## src/sv/u8vt_pkg.sv

```systemverilog
// ============================================================================
// u8vt_pkg
// Shared types and constants for the UTF-8 VT escape tokenizer.
// ============================================================================
`default_nettype none

package u8vt_pkg;

    // Parameter store size and the index and count widths that follow from it.
    localparam int MAX_PARAMS = 16;
    localparam int IDX_W      = (MAX_PARAMS > 1) ? $clog2(MAX_PARAMS) : 1;
    localparam int CNT_W      = $clog2(MAX_PARAMS + 1);

    typedef logic [20:0] cp_t;
    typedef logic [15:0] pval_t;

    // One parameter store entry.
    typedef struct packed {
        logic  given;
        pval_t value;
    } pentry_t;

    // Decoded code point event from the UTF-8 stage.
    typedef struct packed {
        logic valid;
        cp_t  cp;
    } cp_evt_t;

    // One result token.
    typedef struct packed {
        logic [2:0] kind;
        cp_t        cp;
        pval_t      value;
        logic       given;
        logic [3:0] index;
        logic [4:0] count;
        logic       priv;
        logic       drop;
        logic       last;
    } token_t;

    typedef enum logic [1:0] {
        SEQ_IDLE,
        SEQ_PROC,
        SEQ_READ,
        SEQ_EMIT
    } seq_state_t;

    typedef enum logic [1:0] {
        PS_GROUND,
        PS_ESC,
        PS_CSI,
        PS_OSC
    } parse_state_t;

    // Token kinds.
    localparam logic [2:0] TK_PRINT     = 3'd0;
    localparam logic [2:0] TK_CONTROL   = 3'd1;
    localparam logic [2:0] TK_ESC_FINAL = 3'd2;
    localparam logic [2:0] TK_CSI_PARAM = 3'd3;
    localparam logic [2:0] TK_OSC_CHAR  = 3'd4;
    localparam logic [2:0] TK_OSC_END   = 3'd5;

    // Character codes.
    localparam cp_t CP_BEL      = 21'h00007;
    localparam cp_t CP_ESC      = 21'h0001B;
    localparam cp_t CP_SPACE    = 21'h00020;
    localparam cp_t CP_DEL      = 21'h0007F;
    localparam cp_t CP_LBRACK   = 21'h0005B;
    localparam cp_t CP_RBRACK   = 21'h0005D;
    localparam cp_t CP_DIGIT0   = 21'h00030;
    localparam cp_t CP_DIGIT9   = 21'h00039;
    localparam cp_t CP_SEMI     = 21'h0003B;
    localparam cp_t CP_LT       = 21'h0003C;
    localparam cp_t CP_EQ       = 21'h0003D;
    localparam cp_t CP_GT       = 21'h0003E;
    localparam cp_t CP_QUEST    = 21'h0003F;
    localparam cp_t CP_FINAL_LO = 21'h00040;
    localparam cp_t CP_FINAL_HI = 21'h0007E;
    localparam cp_t CP_REPL     = 21'h0FFFD;

endpackage

`default_nettype wire

```

## src/sv/u8vt_byte_if.sv

```systemverilog
// ============================================================================
// u8vt_byte_if
// Valid/ready channel that carries one raw stream byte per transfer.
// ============================================================================
`default_nettype none

interface u8vt_byte_if;
    logic       valid;
    logic       ready;
    logic [7:0] in_byte;

    modport source (output valid, output in_byte, input ready);
    modport sink   (input valid, input in_byte, output ready);
endinterface

`default_nettype wire

```

## src/sv/u8vt_token_if.sv

```systemverilog
// ============================================================================
// u8vt_token_if
// Valid/ready channel that carries one tokenizer result per transfer.
// ============================================================================
`default_nettype none

interface u8vt_token_if;
    logic        valid;
    logic        ready;
    logic [2:0]  token_kind;
    logic [20:0] code_point;
    logic [15:0] param_value;
    logic        param_given;
    logic [3:0]  param_index;
    logic [4:0]  param_count;
    logic        private_mark;
    logic        params_dropped;
    logic        last;

    modport source (
        output valid, output token_kind, output code_point, output param_value,
        output param_given, output param_index, output param_count,
        output private_mark, output params_dropped, output last,
        input  ready
    );
    modport sink (
        input  valid, input token_kind, input code_point, input param_value,
        input  param_given, input param_index, input param_count,
        input  private_mark, input params_dropped, input last,
        output ready
    );
endinterface

`default_nettype wire

```

## src/sv/u8vt_utf8_dec.sv

```systemverilog
// ============================================================================
// u8vt_utf8_dec
// UTF-8 decoder: holds the partial character and turns bytes into code points.
// ============================================================================
`default_nettype none

module u8vt_utf8_dec (
    input  wire logic              clk,
    input  wire logic              rst_n,
    input  wire logic [7:0]        data_byte,
    input  wire logic              commit,
    output u8vt_pkg::cp_evt_t      evt
);
    import u8vt_pkg::*;

    logic [1:0] left_reg;
    logic [1:0] left_next;
    cp_t        accum_reg;
    cp_t        accum_next;
    logic       is_cont;

    // Decode the current byte against the partial character.
    always_comb
    begin
        left_next  = left_reg;
        accum_next = accum_reg;
        evt        = '0;
        is_cont    = (data_byte[7:6] == 2'b10);
        if ((left_reg != 2'd0) && is_cont)
        begin
            accum_next = {accum_reg[14:0], data_byte[5:0]};
            left_next  = left_reg - 2'd1;
            if (left_reg == 2'd1)
            begin
                evt.valid = 1'b1;
                evt.cp    = accum_next;
            end
        end
        else
        begin
            // Any interrupted character is dropped; the byte starts afresh.
            left_next = 2'd0;
            if (!data_byte[7])
            begin
                evt.valid = 1'b1;
                evt.cp    = 21'(data_byte);
            end
            else if (data_byte[7:5] == 3'b110)
            begin
                accum_next = 21'(data_byte[4:0]);
                left_next  = 2'd1;
            end
            else if (data_byte[7:4] == 4'b1110)
            begin
                accum_next = 21'(data_byte[3:0]);
                left_next  = 2'd2;
            end
            else if (data_byte[7:3] == 5'b11110)
            begin
                accum_next = 21'(data_byte[2:0]);
                left_next  = 2'd3;
            end
            else
            begin
                evt.valid = 1'b1;
                evt.cp    = CP_REPL;
            end
        end
    end

    // Partial character state.
    always_ff @(posedge clk or negedge rst_n)
    begin
        if (!rst_n)
        begin
            left_reg  <= 2'd0;
            accum_reg <= '0;
        end
        else if (commit)
        begin
            left_reg  <= left_next;
            accum_reg <= accum_next;
        end
    end

endmodule

`default_nettype wire

```

## src/sv/u8vt_param_acc.sv

```systemverilog
// ============================================================================
// u8vt_param_acc
// Decimal accumulate unit: value times ten plus one digit, saturated.
// ============================================================================
`default_nettype none

module u8vt_param_acc (
    input  wire u8vt_pkg::pval_t   cur,
    input  wire logic [3:0]        digit,
    output u8vt_pkg::pval_t        sum
);
    import u8vt_pkg::*;

    logic [19:0] wide;

    // The product stays below 2^20, so one compare decides saturation.
    always_comb
    begin
        wide = (20'(cur) * 20'd10) + 20'(digit);
        sum  = (wide > 20'h0FFFF) ? 16'hFFFF : wide[15:0];
    end

endmodule

`default_nettype wire

```

## src/sv/u8vt_param_store.sv

```systemverilog
// ============================================================================
// u8vt_param_store
// CSI parameter store: one write port and one registered read port.
// ============================================================================
`default_nettype none

module u8vt_param_store (
    input  wire logic                          clk,
    input  wire logic                          we,
    input  wire logic [u8vt_pkg::IDX_W-1:0]    waddr,
    input  wire u8vt_pkg::pentry_t             wdata,
    input  wire logic [u8vt_pkg::IDX_W-1:0]    raddr,
    output u8vt_pkg::pentry_t                  rdata
);
    import u8vt_pkg::*;

    pentry_t mem [MAX_PARAMS];
    pentry_t rdata_reg;

    // Write port.
    always_ff @(posedge clk)
    begin
        if (we)
        begin
            mem[waddr] <= wdata;
        end
    end

    // Registered read port.
    always_ff @(posedge clk)
    begin
        rdata_reg <= mem[raddr];
    end

    assign rdata = rdata_reg;

endmodule

`default_nettype wire

```

## src/sv/utf8_vt_escape_tokenizer_top.sv

```systemverilog
// ============================================================================
// utf8_vt_escape_tokenizer_top
// UTF-8 decoder and VT/ANSI escape tokenizer with a CSI parameter store.
// ============================================================================
//
//  Channel | Role   | Payload
//  --------+--------+-------------------------------------------------------
//  bytes   | sink   | in_byte
//  tokens  | source | token_kind, code_point, param_*, private_mark,
//          |        | params_dropped, last
//
//  A byte is taken in by the transfer, then decoded and parsed in SEQ_PROC.
//  A CSI final byte with N stored parameters then goes through a store read
//  (SEQ_READ) and N emit steps (SEQ_EMIT), paced by the store's single read port.
//  The result register lets the next byte transfer while a result waits; a
//  stalled result sink holds the parse or emit step in place.
//  Reset clears all parser state; the parameter store is not cleared.
//
`default_nettype none

module utf8_vt_escape_tokenizer_top (
    input  wire logic      clk,
    input  wire logic      rst_n,
    u8vt_byte_if.sink      bytes,
    u8vt_token_if.source   tokens
);
    import u8vt_pkg::*;

    seq_state_t       seq_reg;
    seq_state_t       seq_next;
    parse_state_t     ps_reg;
    parse_state_t     ps_cand;
    logic [7:0]       byte_reg;
    pval_t            cur_reg;
    pval_t            cur_cand;
    logic             given_reg;
    logic             given_cand;
    logic [CNT_W-1:0] count_reg;
    logic [CNT_W-1:0] count_cand;
    logic             priv_reg;
    logic             priv_cand;
    logic             ovf_reg;
    logic             ovf_cand;
    logic [6:0]       final_reg;
    logic [IDX_W-1:0] idx_reg;
    logic [IDX_W-1:0] idx_next;
    logic             out_valid_reg;
    logic             out_valid_next;
    token_t           tok_reg;
    token_t           tok_next;

    cp_evt_t          evt;
    cp_t              cp;
    pval_t            acc_sum;
    logic             out_free;
    logic             commit;
    logic             res_valid;
    token_t           res;
    logic             emit_go;
    logic             push_req;
    logic             push_fits;
    logic [CNT_W-1:0] count_push;
    logic             ovf_push;
    logic [CNT_W-1:0] count_fin;
    logic             ovf_fin;
    logic             wr_en;
    logic [IDX_W-1:0] rd_addr;
    pentry_t          rd_data;
    logic             last_param;

    assign cp       = evt.cp;
    assign out_free = !out_valid_reg || tokens.ready;
    assign commit   = (seq_reg == SEQ_PROC) && !(res_valid && !out_free);

    u8vt_utf8_dec u_dec (
        .clk       (clk),
        .rst_n     (rst_n),
        .data_byte (byte_reg),
        .commit    (commit),
        .evt       (evt)
    );

    u8vt_param_acc u_acc (
        .cur   (cur_reg),
        .digit (cp[3:0]),
        .sum   (acc_sum)
    );

    u8vt_param_store u_store (
        .clk   (clk),
        .we    (wr_en),
        .waddr (count_reg[IDX_W-1:0]),
        .wdata ({given_reg, cur_reg}),
        .raddr (rd_addr),
        .rdata (rd_data)
    );

    // Effect of closing the current parameter.
    always_comb
    begin
        push_fits  = (count_reg < CNT_W'(MAX_PARAMS));
        count_push = push_fits ? (count_reg + CNT_W'(1)) : count_reg;
        ovf_push   = ovf_reg | !push_fits;
    end

    // Parser: candidate state and result for the decoded code point.
    always_comb
    begin
        ps_cand    = ps_reg;
        cur_cand   = cur_reg;
        given_cand = given_reg;
        count_cand = count_reg;
        priv_cand  = priv_reg;
        ovf_cand   = ovf_reg;
        res_valid  = 1'b0;
        res        = '0;
        res.cp     = cp;
        res.last   = 1'b1;
        emit_go    = 1'b0;
        push_req   = 1'b0;
        count_fin  = count_reg;
        ovf_fin    = ovf_reg;
        if ((seq_reg == SEQ_PROC) && evt.valid)
        begin
            case (ps_reg)
                PS_GROUND:
                begin
                    if (cp == CP_ESC)
                    begin
                        ps_cand = PS_ESC;
                    end
                    else if ((cp < CP_SPACE) || (cp == CP_DEL))
                    begin
                        res_valid = 1'b1;
                        res.kind  = TK_CONTROL;
                    end
                    else
                    begin
                        res_valid = 1'b1;
                        res.kind  = TK_PRINT;
                    end
                end
                PS_ESC:
                begin
                    if (cp == CP_LBRACK)
                    begin
                        ps_cand    = PS_CSI;
                        count_cand = '0;
                        cur_cand   = '0;
                        given_cand = 1'b0;
                        priv_cand  = 1'b0;
                        ovf_cand   = 1'b0;
                    end
                    else if (cp == CP_RBRACK)
                    begin
                        ps_cand = PS_OSC;
                    end
                    else
                    begin
                        ps_cand   = PS_GROUND;
                        res_valid = 1'b1;
                        res.kind  = TK_ESC_FINAL;
                    end
                end
                PS_CSI:
                begin
                    if ((cp >= CP_DIGIT0) && (cp <= CP_DIGIT9))
                    begin
                        cur_cand   = acc_sum;
                        given_cand = 1'b1;
                    end
                    else if (cp == CP_SEMI)
                    begin
                        push_req = 1'b1;
                    end
                    else if ((cp == CP_QUEST) || (cp == CP_LT) ||
                             (cp == CP_EQ) || (cp == CP_GT))
                    begin
                        priv_cand = 1'b1;
                    end
                    else if ((cp >= CP_FINAL_LO) && (cp <= CP_FINAL_HI))
                    begin
                        ps_cand  = PS_GROUND;
                        push_req = given_reg || (count_reg != '0);
                        if (push_req)
                        begin
                            count_fin = count_push;
                            ovf_fin   = ovf_push;
                        end
                        if (count_fin == '0)
                        begin
                            res_valid = 1'b1;
                            res.kind  = TK_CSI_PARAM;
                            res.priv  = priv_reg;
                            res.drop  = ovf_fin;
                        end
                        else
                        begin
                            emit_go = 1'b1;
                        end
                    end
                end
                PS_OSC:
                begin
                    res_valid = 1'b1;
                    if (cp == CP_BEL)
                    begin
                        ps_cand  = PS_GROUND;
                        res.kind = TK_OSC_END;
                    end
                    else if (cp == CP_ESC)
                    begin
                        ps_cand  = PS_ESC;
                        res.kind = TK_OSC_END;
                    end
                    else
                    begin
                        res.kind = TK_OSC_CHAR;
                    end
                end
                default:
                begin
                    ps_cand = PS_GROUND;
                end
            endcase
            if (push_req)
            begin
                count_cand = count_push;
                ovf_cand   = ovf_push;
                cur_cand   = '0;
                given_cand = 1'b0;
            end
        end
    end

    assign wr_en      = commit && push_req && push_fits;
    assign last_param = ((CNT_W'(idx_reg) + CNT_W'(1)) == count_reg);

    // Sequencer and result register control.
    always_comb
    begin
        seq_next       = seq_reg;
        idx_next       = idx_reg;
        rd_addr        = idx_reg;
        out_valid_next = out_valid_reg && !tokens.ready;
        tok_next       = tok_reg;
        case (seq_reg)
            SEQ_IDLE:
            begin
                if (bytes.valid)
                begin
                    seq_next = SEQ_PROC;
                end
            end
            SEQ_PROC:
            begin
                if (commit)
                begin
                    if (emit_go)
                    begin
                        seq_next = SEQ_READ;
                        idx_next = '0;
                    end
                    else
                    begin
                        seq_next = SEQ_IDLE;
                    end
                    if (res_valid)
                    begin
                        out_valid_next = 1'b1;
                        tok_next       = res;
                    end
                end
            end
            SEQ_READ:
            begin
                seq_next = SEQ_EMIT;
            end
            SEQ_EMIT:
            begin
                if (out_free)
                begin
                    out_valid_next = 1'b1;
                    tok_next.kind  = TK_CSI_PARAM;
                    tok_next.cp    = 21'(final_reg);
                    tok_next.value = rd_data.value;
                    tok_next.given = rd_data.given;
                    tok_next.index = 4'(idx_reg);
                    tok_next.count = 5'(count_reg);
                    tok_next.priv  = priv_reg;
                    tok_next.drop  = ovf_reg;
                    tok_next.last  = last_param;
                    if (last_param)
                    begin
                        seq_next = SEQ_IDLE;
                    end
                    else
                    begin
                        idx_next = idx_reg + IDX_W'(1);
                        rd_addr  = idx_reg + IDX_W'(1);
                    end
                end
            end
            default:
            begin
                seq_next = SEQ_IDLE;
            end
        endcase
    end

    // Control and parser state registers.
    always_ff @(posedge clk or negedge rst_n)
    begin
        if (!rst_n)
        begin
            seq_reg       <= SEQ_IDLE;
            ps_reg        <= PS_GROUND;
            cur_reg       <= '0;
            given_reg     <= 1'b0;
            count_reg     <= '0;
            priv_reg      <= 1'b0;
            ovf_reg       <= 1'b0;
            idx_reg       <= '0;
            out_valid_reg <= 1'b0;
        end
        else
        begin
            seq_reg       <= seq_next;
            idx_reg       <= idx_next;
            out_valid_reg <= out_valid_next;
            if (commit)
            begin
                ps_reg    <= ps_cand;
                cur_reg   <= cur_cand;
                given_reg <= given_cand;
                count_reg <= count_cand;
                priv_reg  <= priv_cand;
                ovf_reg   <= ovf_cand;
            end
        end
    end

    // Payload registers.
    always_ff @(posedge clk)
    begin
        tok_reg <= tok_next;
        if (bytes.valid && bytes.ready)
        begin
            byte_reg <= bytes.in_byte;
        end
        if (commit && emit_go)
        begin
            final_reg <= cp[6:0];
        end
    end

    // Port drive.
    assign bytes.ready           = (seq_reg == SEQ_IDLE);
    assign tokens.valid          = out_valid_reg;
    assign tokens.token_kind     = tok_reg.kind;
    assign tokens.code_point     = tok_reg.cp;
    assign tokens.param_value    = tok_reg.value;
    assign tokens.param_given    = tok_reg.given;
    assign tokens.param_index    = tok_reg.index;
    assign tokens.param_count    = tok_reg.count;
    assign tokens.private_mark   = tok_reg.priv;
    assign tokens.params_dropped = tok_reg.drop;
    assign tokens.last           = tok_reg.last;

`ifndef ASSERT_OFF
    // The store never holds more entries than it has.
    a_count_bound: assert property (@(posedge clk) disable iff (!rst_n)
        count_reg <= CNT_W'(MAX_PARAMS))
        else $error("parameter count exceeds store size");

    // The parameter readout only starts with at least one stored entry.
    a_read_nonempty: assert property (@(posedge clk) disable iff (!rst_n)
        (seq_reg == SEQ_READ) |-> (count_reg != '0))
        else $error("parameter readout started with an empty store");

    // Transferring the last parameter ends the readout.
    a_emit_ends: assert property (@(posedge clk) disable iff (!rst_n)
        ((seq_reg == SEQ_EMIT) && out_free && last_param) |=> (seq_reg == SEQ_IDLE))
        else $error("readout did not end after the last parameter");

    // A result is never overwritten before its transfer.
    a_no_overwrite: assert property (@(posedge clk) disable iff (!rst_n)
        (out_valid_reg && !tokens.ready) |=> (out_valid_reg && $stable(tok_reg)))
        else $error("pending result was overwritten");
`endif

endmodule

`default_nettype wire
```

## src/flat_wrapper.sv

```systemverilog
// flat-port wrapper written by rule: the top's interface ports become plain ports
module utf8_vt_escape_tokenizer_top_flat import u8vt_pkg::*;
  (clk, rst_n, bytes_valid, bytes_in_byte, bytes_ready, tokens_valid, tokens_token_kind, tokens_code_point, tokens_param_value, tokens_param_given, tokens_param_index, tokens_param_count, tokens_private_mark, tokens_params_dropped, tokens_last, tokens_ready);
  u8vt_byte_if bytes_i ();
  u8vt_token_if tokens_i ();
  input  wire logic clk;
  input  wire logic rst_n;
  input wire logic [$bits(bytes_i.valid)-1:0] bytes_valid;
  input wire logic [$bits(bytes_i.in_byte)-1:0] bytes_in_byte;
  output wire logic [$bits(bytes_i.ready)-1:0] bytes_ready;
  output wire logic [$bits(tokens_i.valid)-1:0] tokens_valid;
  output wire logic [$bits(tokens_i.token_kind)-1:0] tokens_token_kind;
  output wire logic [$bits(tokens_i.code_point)-1:0] tokens_code_point;
  output wire logic [$bits(tokens_i.param_value)-1:0] tokens_param_value;
  output wire logic [$bits(tokens_i.param_given)-1:0] tokens_param_given;
  output wire logic [$bits(tokens_i.param_index)-1:0] tokens_param_index;
  output wire logic [$bits(tokens_i.param_count)-1:0] tokens_param_count;
  output wire logic [$bits(tokens_i.private_mark)-1:0] tokens_private_mark;
  output wire logic [$bits(tokens_i.params_dropped)-1:0] tokens_params_dropped;
  output wire logic [$bits(tokens_i.last)-1:0] tokens_last;
  input wire logic [$bits(tokens_i.ready)-1:0] tokens_ready;
  assign bytes_i.valid = bytes_valid;
  assign bytes_i.in_byte = bytes_in_byte;
  assign bytes_ready = bytes_i.ready;
  assign tokens_valid = tokens_i.valid;
  assign tokens_token_kind = tokens_i.token_kind;
  assign tokens_code_point = tokens_i.code_point;
  assign tokens_param_value = tokens_i.param_value;
  assign tokens_param_given = tokens_i.param_given;
  assign tokens_param_index = tokens_i.param_index;
  assign tokens_param_count = tokens_i.param_count;
  assign tokens_private_mark = tokens_i.private_mark;
  assign tokens_params_dropped = tokens_i.params_dropped;
  assign tokens_last = tokens_i.last;
  assign tokens_i.ready = tokens_ready;
  utf8_vt_escape_tokenizer_top u_core (.clk(clk), .rst_n(rst_n), .bytes(bytes_i), .tokens(tokens_i));
endmodule
```

## config.mk

```make
export PLATFORM = sky130hd
export DESIGN_NAME = utf8_vt_escape_tokenizer_top_flat
export DESIGN_NICKNAME = d
export VERILOG_FILES = /design/src/sv/u8vt_pkg.sv /design/src/sv/u8vt_byte_if.sv /design/src/sv/u8vt_token_if.sv /design/src/sv/u8vt_utf8_dec.sv /design/src/sv/u8vt_param_acc.sv /design/src/sv/u8vt_param_store.sv /design/src/sv/utf8_vt_escape_tokenizer_top.sv /design/src/flat_wrapper.sv
export SDC_FILE = /design/constraint.sdc
export NUM_CORES = 1
export LEC_CHECK = 0
export BUFFER_PORTS_ARGS = -buffer_cell sky130_fd_sc_hd__buf_2
export CAP_MARGIN = 10
export CORE_ASPECT_RATIO = 0.9
export CORE_MARGIN = 2
export CORE_UTILIZATION = 64
export CTS_CLUSTER_DIAMETER = 60
export CTS_CLUSTER_SIZE = 24
export DETAILED_ROUTE_END_ITERATION = 7
export PLACE_DENSITY_LB_ADDON = 0.3
export RECOVER_POWER = 100
export SLEW_MARGIN = 25
export SYNTH_ARGS = -nofsm -noshare
export SYNTH_HDL_FRONTEND = slang
export SYNTH_SLANG_ARGS = --single-unit
```

## constraint.sdc

```tcl
create_clock -name clk -period 11.3 [get_ports clk]
set_input_delay 2.26 -clock clk [delete_from_list [all_inputs] [get_ports clk]]
set_output_delay 2.26 -clock clk [all_outputs]
set_load 0.05 [all_outputs]
```

Word-level counts from Yosys, hierarchy flattened
Memories as Yosys holds them, arrays and structs flattened. A register that Yosys moved wholly into a read port is not among the register bits. Cells that the tools add are included. Widths: inputs -> output; s select.

Register bits after elaboration: 118. Bits in writable memories: 272. Bits of input ports: 12. Output and inout port bits: 55. Memories kept: 1.

Add/subtract/negate cells: 5. $mul: 1. $lt $le $gt $ge: 7. Eq/ne operators: 36. Multiplexer cells: 118. Bitwise operators: 1. Reduce and logical (&&, ||, !) cells: 42.

Memories: u_core.u_store.mem (words 16, width 17, read ports 1, clocked after memory_dff 1, write ports 1, RTL line u8vt_param_store.sv:17) `pentry_t mem [MAX_PARAMS];`.

Operators with widths (number): $mux 53 (3); $mux 22 (6); $pmux 53 s2 (1); $eq 21x6->1 const B (5); $mux 15 (5); $mux 16 (4); $eq 21x7->1 const B (3); $mux 5 (11); $mux 2 (27); $mux 1 (39); $pmux 16 s2 (1); $mux 3 (8); $eq 21x3->1 const B (1); $eq 21x5->1 const B (1); $ge 21x6->1 const B (1); $ge 21x7->1 const B (1); $le 21x6->1 const B (1); $le 21x7->1 const B (1); $lt 21x6->1 const B (1); $add 20x4->20 (1); $gt 20x16->1 const B (1); $mux 4 (5); $mul 16x3->19 const B (1); $ne 2x1->1 const B (8); other kinds (33) (74).

Depth between registers and ports, before layout
Gate-level depths: netlist of run 1.

Depth after elaboration: 30. Gate-level depth with buffers: 18.

By module
From an unflattened synthesis of run 1, not the netlist that was laid out.

Cell total of the unflattened synthesis: 1122. Area, all modules: 17966.0 um2.

Modules (own cells, without submodules): u8vt_param_store (times used 1, cells each 458, area an instance 10637.7 um2, seq. area each 8508.2 um2); utf8_vt_escape_tokenizer_top (times used 1, cells each 365, area an instance 4645.7 um2, seq. area each 2867.8 um2); u8vt_param_acc (times used 1, cells each 179, area an instance 1602.8 um2, seq. area each 0.0 um2); u8vt_utf8_dec (times used 1, cells each 120, area an instance 1079.8 um2, seq. area each 425.4 um2).

Worst setup path after synthesis of run 1
No wires, ideal clock.

Kind: register to register. Start point: reg u_core.u_dec.left_reg[0]. End point: reg u_core.tok_reg, in the netlist u_core.tokens.code_point[0], enable pin. Library setup time: 0.464 ns. Arrival time: 4.788 ns. Data required time: 10.836 ns. Setup slack: 6.048 ns. Cell stages (with the launch flop): 13. Path buffers: 2. Clock period less this slack: 5.252 ns. Cells stage by stage: dfrtp_1 > inv_1 > ha_1 > buf_2 > nor4bb_1 > buf_2 > a31oi_1 > a2111oi_4 > nand4_1 > a211oi_2 > or3_4 > a31oi_1 > nor2_1.

Word-level cells in the longest chain between the ends: 17. Elaborated cells between the ends (all ways): 38.

Ends and longest elaborated chain: start, declared (RTL line u8vt_utf8_dec.sv:16) `logic [1:0] left_reg;`; start signal, assigned (RTL line u8vt_utf8_dec.sv:81) `left_reg <= left_next;`; $eq 2x1->1 or $reduce_bool 2->1 (tied branches) (RTL line u8vt_utf8_dec.sv:33, u8vt_utf8_dec.sv:29); $mux 22 or $logic_and 1x1->1 (tied branches) (RTL line u8vt_utf8_dec.sv:33, u8vt_utf8_dec.sv:29); $mux 22 * (RTL line u8vt_utf8_dec.sv:29) `if ((left_reg != 2'd0) && is_cont)`; branches (longest 8 deep; another with $ge 21x7->1); $mux 1 * (RTL line utf8_vt_escape_tokenizer_top.sv:123) `if ((seq_reg == SEQ_PROC) && evt.valid)`; $logic_and 1x1->1 (RTL line utf8_vt_escape_tokenizer_top.sv:73) `assign commit = (seq_reg == SEQ_PROC) && !(res_valid && !out_free);`; $logic_not 1->1 (RTL line utf8_vt_escape_tokenizer_top.sv:73); $logic_and 1x1->1 (RTL line utf8_vt_escape_tokenizer_top.sv:73); $ne 2x1->1 (no source line); $reduce_and 4->1 (no source line) *; end signal, assigned (RTL line utf8_vt_escape_tokenizer_top.sv:346) `tok_reg <= tok_next;`; end, declared (RTL line utf8_vt_escape_tokenizer_top.sv:49) `token_t tok_reg;`.

Every way passes the cells marked *. A chain may end at the register's enable or synchronous reset.

Worst setup path after layout of run 1
Start point: reg u_core.u_dec.left_reg[0]. End point: reg u_core.tok_reg, in the netlist u_core.tokens.code_point[13], enable pin.

The elaborated chain is that of the path after synthesis.

==> impl_metrics.yaml, run 1 <==
yosys:
  synthFlopType: "edfxtp_1"
  yosysWarnings: 0
  synth.distinct_cells: 80
  ys_ff_latch: 407
  synth_enable_flop_cells: 340
  synth_top_cell_by_area: "edfxtp_1"
  avgSynthCellArea_um2: 12.6
  synth_area_leaders: "edfxtp_1 (57%), dfrtp_1 (7.0%), nand2_1 (4.4%)"
  synth_top_area_share_pct: 57.1
  async_flop_share_pct: 12.3
  synth_nets: 1471
  syn_inst: 1414
  synth_area_um2: 17900
  yosysSeqAreaShare_pct: 66.0
clocking:
  tritoncts: "built"
  clock_latency_ns: 0.59
  cts.sinks: 407
  clk_transition_reported_paths_ns: 0.08
  ctsHoldBuffers: 0
  ctsResizeCount: 0
  h-tree-depth: 1
  post_cts_buffers: 0
  numCtsBuffers: 28
  cts_buffer_depth: 3
  cts-root-buf: "clkbuf_16"
power_and_ir_drop:
  total_power_w: 0.00493
  p_leak_nw: 7.03
  power_density_nw_per_um2: 255
  ir_drop_uv: 210
sta:
  fmax_mhz: 143
  setup-tns-final_ns: 0
  finalCriticalPeriod_ns: 7.00
  finClkSkew_ns: 0.0306
  timing.final.crit_share_pct: 61.9
  tightestPinTransition_ns: 3.12
  rsz0062_at_grt: "false"
  timing.slew.headroom_pct: -108
  setup_slack_ns: 4.30
  hold_viol_final: 0
  drv_slew: 195
  holdWs_ns: 0.496
  setup_viol: 0
flow_run:
  cap_violations: 6
global_route:
  grt_pass1_vias: 11355
  grt_overflow: 0
  grt_first_pass_wirelength_mm: 63.0
  antenna_found_initial: 0
  grt_use_total_pct: 27.6
  grt_max_degree: 102
floorplan:
  coreArea_um2: 27700
  dieArea_um2: 29300
  die_x_um: 180
  start_util_pct: 64.5
  core.rowCount: 58
  die_h_um: 163
  num_io_pins: 67
detailed_routing:
  wl_per_cell_um: 21.9
  vias: 11744
  drtPass1Iterations: 6
  vias_per_cell: 6.36
  drt-total-wl_mm: 40.4
  drc: 0
  drt-initial-drc-count: 1329
  ant_nets: 0
setup_path:
  crit_chain: "inv_1 > ha_1 > nor4bb_2 > clkbuf_1 > a31oi_1 > a2111oi_0 > nand4_1 > a211oi_1 > or3_1 > a31oi_1 > nor2_1 > clkbuf_1"
  r2r_setup_slack_ns: 4.30
  max_stage_delay_ns: 2.01
  critPathKind: "reg2reg"
  required_ns: 11.43
  worstPathArrival_ns: 7.12
  slowest_stage: "clkbuf_1"
  crit_path_max_fanout: 44
  crit_path_start_kind: "flip-flop"
  crit_path_end_kind: "flip-flop"
placement:
  hpwl_mm: 23.9
  gp_congestion: 0.912
  port_buffers: 66
  placed_area_um2: 18700
  pre_cts_slack_ns: 5.42
hold_path:
  min_path_type: "reg2reg"
finish:
  largest_reg_flops: 272
  drive_gt1_share_pct: 7.67
  syn2layout_area_growth_pct: 8.13
  fin_area_um2: 19300
  final_cell_mix: "edfxtp_1 (340), nand2_1 (209), nor2_1 (173)"
  antenna_cells: 0
  mostFrequentLayoutCell: "edfxtp_1"
  nNetsFinal: 1521
outcome:
  violations: "capacitance limit, slew limit"
  outcome: "finished, violations left"
-- per-layer routing --
layer / GRT usage [%] / wire length, µm / vias to the layer above
met2: 45.5 / 19000 / 556
met1: 39.2 / 16700 / 5743
met4: 8.43 / 1160 / 0
met3: 3.38 / 3510 / 82
met5: 0 / 0 / -
li1: - / - / 5363
-- cells in the mapped netlist, drive strengths merged, types with 8 or more instances --
master	instances
nand2	209
xor2	10
nand3	72
edfxtp	340
mux4	17
o2111ai	20
o21ai	27
nor3	9
and3	31
a21oi	58
nor2	174
buf	21
inv	29
a21o	8
dfxtp	17
o211ai	22
clkbuf	52
nor2b	9
a22o	28
dfrtp	50
a31oi	30
ha	43
and2	9
xnor2	17
nand2b	8
-- cell families after synthesis --
group / count (synthesis) / synth area share, %
AND/OR/NAND/NOR: 558 / 14.2
flip-flops: 407 / 66.0
AO/OA/AOI/OAI: 254 / 10.5
buffers and inverters: 102 / 2.30
adder cells (fa/ha/maj): 45 / 3.23
XOR/XNOR: 27 / 1.32
multiplexers: 21 / 2.39
-- cell type report --
type	instances	area [µm²]
clock inverter	23	270
multi-input combinational	905	5610
fill	1931	8390
clock buffer	29	704
inverter	29	109
tap	360	450
timing repair buffer	93	388
sequential	407	11800
-- stage by stage --
| stage | utilization [%] | std cells |
|---|---|---|
| 2_1_floorplan | - | 1414 |
| 3_3_place_gp | 67.3 | 1794 |
| 3_5_place_dp | 67.3 | 1794 |
| 4_1_cts | 70.8 | 1846 |
| 5_1_grt | 69.7 | 1846 |
| 6_report | 69.7 | 1846 |
-- final timing paths --
kind | startpoint | endpoint | cells past startpoint
worst max register to register | u_core.u_dec.left_reg[0]$_DFFE_PN0N_ | u_core.tokens.code_point[13]$_SDFFCE_PP0P_ | 12
max in group asynchronous | rst_n | u_core.cur_reg[9]$_DFFE_PN0P_ | 2
worst max-delay path | u_core.u_dec.left_reg[0]$_DFFE_PN0N_ | u_core.tokens.code_point[13]$_SDFFCE_PP0P_ | 12
worst min-delay path | u_core.u_dec.left_reg[1]$_DFFE_PN0N_ | u_core.u_dec.left_reg[1]$_DFFE_PN0N_ | 2
worst min register to register | u_core.u_dec.left_reg[1]$_DFFE_PN0N_ | u_core.u_dec.left_reg[1]$_DFFE_PN0N_ | 2
min in group asynchronous | rst_n | u_core.idx_reg[0]$_DFFE_PN0P_ | 2
-- power breakdown --
part,total (W),switching [W],internal [W]
Combinational,0.00194,0.00140,0.000540
Clock,0.00106,0.000568,0.000496
Sequential,0.00192,0.0000950,0.00182
Total,0.00493,0.00206,0.00286
-- critical path, delay by kind of cell (launching register included) --
kind,cells,cell delay [ns]
AOI/OAI and AO/OA,4,1.46
adders and majority gates,1,0.30
buffers and inverters,3,2.72
DFF,1,0.40
and+or+nand+nor,4,1.66
No activity file was read; power rests on OpenSTA's default activity.
==> run 2, diff against run 1 <==
Settings changed: CORE_UTILIZATION 64 to 62.
Clock period 11.3 ns to 6.8 ns, I/O delays scaled along.
==> run 2 against run 1 <==
The flow still finishes with violations (capacitance limit, slew limit). Via count shrank 1.7%. First-iteration DRC count shrank 11%. Clock power grew 49%. Global-route usage shrank 1.2 points. Worst setup slack lost 3.0 ns. Critical path depth grew 1. Fmax grew 26%. Sequential power grew 66%. Clock skew shrank 0.012 ns. Combinational power grew 66%. Clock-buffer cell count shrank 1. Total power grew 62%. Critical path type unchanged. Highest routed layer is now met5.
==> impl_metrics.yaml, run 2 (synthesis gave the netlist of run 1 again) <==
clocking:
  h-tree-depth: 1
  post_cts_buffers: 0
  tritoncts: "built"
  numCtsBuffers: 24
  cts-root-buf: "clkbuf_16"
  cts_buffer_depth: 3
  clock_latency_ns: 0.56
  clk_transition_reported_paths_ns: 0.08
  cts.sinks: 407
  ctsHoldBuffers: 0
  ctsResizeCount: 0
finish:
  final_core_utilization_pct: 68.6
  fin_area_um2: 19300
  drive_gt1_share_pct: 8.54
  syn2layout_area_growth_pct: 8.01
  mostFrequentLayoutCell: "edfxtp_1"
  final_cell_mix: "edfxtp_1 (340), nand2_1 (208), nor2_1 (163)"
  antenna_cells: 0
  fin_cells: 1836
  largest_reg_flops: 272
  nNetsFinal: 1515
sta:
  rsz0062_at_grt: "false"
  hold_viol_final: 0
  setup_viol: 0
  timing.slew.headroom_pct: -85.4
  finClkSkew_ns: 0.0188
  setup-tns-final_ns: 0
  tightestPinTransition_ns: 2.78
  fmax_mhz: 180
  finalCriticalPeriod_ns: 5.54
  timing.final.crit_share_pct: 81.5
  drv_slew: 86
  holdWs_ns: 0.523
global_route:
  grt_overflow: 0
  antenna_found_initial: 1
  grt_use_total_pct: 26.4
  grt_max_degree: 120
  grt_first_pass_wirelength_mm: 61.5
  grt_pass1_vias: 11143
placement:
  dp_cells: 1792
  port_buffers: 66
  gp_congestion: 0.908
  placed_area_um2: 18700
  hpwl_mm: 24.7
setup_path:
  rr_worst_depth: 13
  critPathKind: "reg2reg"
  crit_path_end_kind: "flip-flop"
  worstPathArrival_ns: 5.79
  r2r_setup_slack_ns: 1.26
  required_ns: 7.05
  crit_path_start_kind: "flip-flop"
  crit_path_max_fanout: 19
detailed_routing:
  drt-initial-drc-count: 1179
  vias_per_cell: 6.29
  wl_per_cell_um: 21.6
  drtPass1Iterations: 5
  drc: 0
  vias: 11548
  drt-total-wl_mm: 39.6
  ant_nets: 0
floorplan:
  core.rowCount: 58
  die_x_um: 183
  num_io_pins: 67
  dieArea_um2: 30200
  die_h_um: 165
  coreArea_um2: 28200
  start_util_pct: 63.5
outcome:
  violations: "capacitance limit, slew limit"
  outcome: "finished, violations left"
hold_path:
  min_path_type: "reg2reg"
  whs_path_depth: 2
power_and_ir_drop:
  ir_drop_uv: 528
  p_leak_nw: 7.08
  power_density_nw_per_um2: 414
flow_run:
  cap_violations: 2
-- run 2: changes by cell type in the layout (fill, tap and decap cells not counted), sizes merged --
cell      change
buf          +15
clkbuf       -18
inv          -12
clkinv        +2
bufinv        +2
clkinvlp      +1
-- run 2: per-stage QoR --
step / total power [W] / setup WS, ns
after global routing: 0.00839 / 0.928
after floorplan: 0.00564 / 1.55
after detailed placement: 0.00651 / 1.86
final: 0.00799 / 1.26
after global placement: 0.00641 / 2.07
after CTS: 0.00806 / 1.83
-- run 2: cell type report --
class,instances,area [µm²]
timing repair buffer,91,455
multi-input combinational,905,5680
sequential,407,11800
inverter,29,109
clock inverter,16,199
fill,1931,8840
tap,360,450
clock buffer,28,616
-- run 2: critical path, cell delays in order, from the launching register on --
cell and delay (ns):
dfrtp_1 0.41, inv_1 0.06, ha_1 0.31, nor4bb_1 0.33
clkbuf_1 0.63, a31oi_1 0.16, a2111oi_0 0.69, nand3_1 0.31
a31o_1 0.32, or3_1 0.38, a311oi_4 0.46, nand3_1 0.24
nor2_2 0.61, buf_4 0.34
-- run 2: path summary, 6_finish.rpt --
check | startpoint | to
min | u_core.u_dec.left_reg[1]$_DFFE_PN0N_ | u_core.u_dec.left_reg[1]$_DFFE_PN0N_
max | u_core.u_dec.left_reg[0]$_DFFE_PN0N_ | u_core.u_store.mem[11][11]$_DFFE_PP_
max in group asynchronous | rst_n | u_core.u_dec.left_reg[0]$_DFFE_PN0N_
min in group asynchronous | rst_n | u_core.idx_reg[1]$_DFFE_PN0P_
min reg2reg | u_core.u_dec.left_reg[1]$_DFFE_PN0N_ | u_core.u_dec.left_reg[1]$_DFFE_PN0N_
max reg2reg | u_core.u_dec.left_reg[0]$_DFFE_PN0N_ | u_core.u_store.mem[11][11]$_DFFE_PP_
-- run 2: per-layer routing --
metal	vias up	global-route usage [%]	wire length, µm
li1	5337	-	-
met1	5671	38.0	16600
met2	467	43.3	19000
met3	71	3.66	2970
met4	2	7.09	960
met5	-	0	16
-- run 2: power breakdown --
group          total [W]  internal [W]  switching, W
combinational    0.00322      0.000887       0.00234
sequential       0.00318       0.00302      0.000163
clock            0.00158      0.000756      0.000823
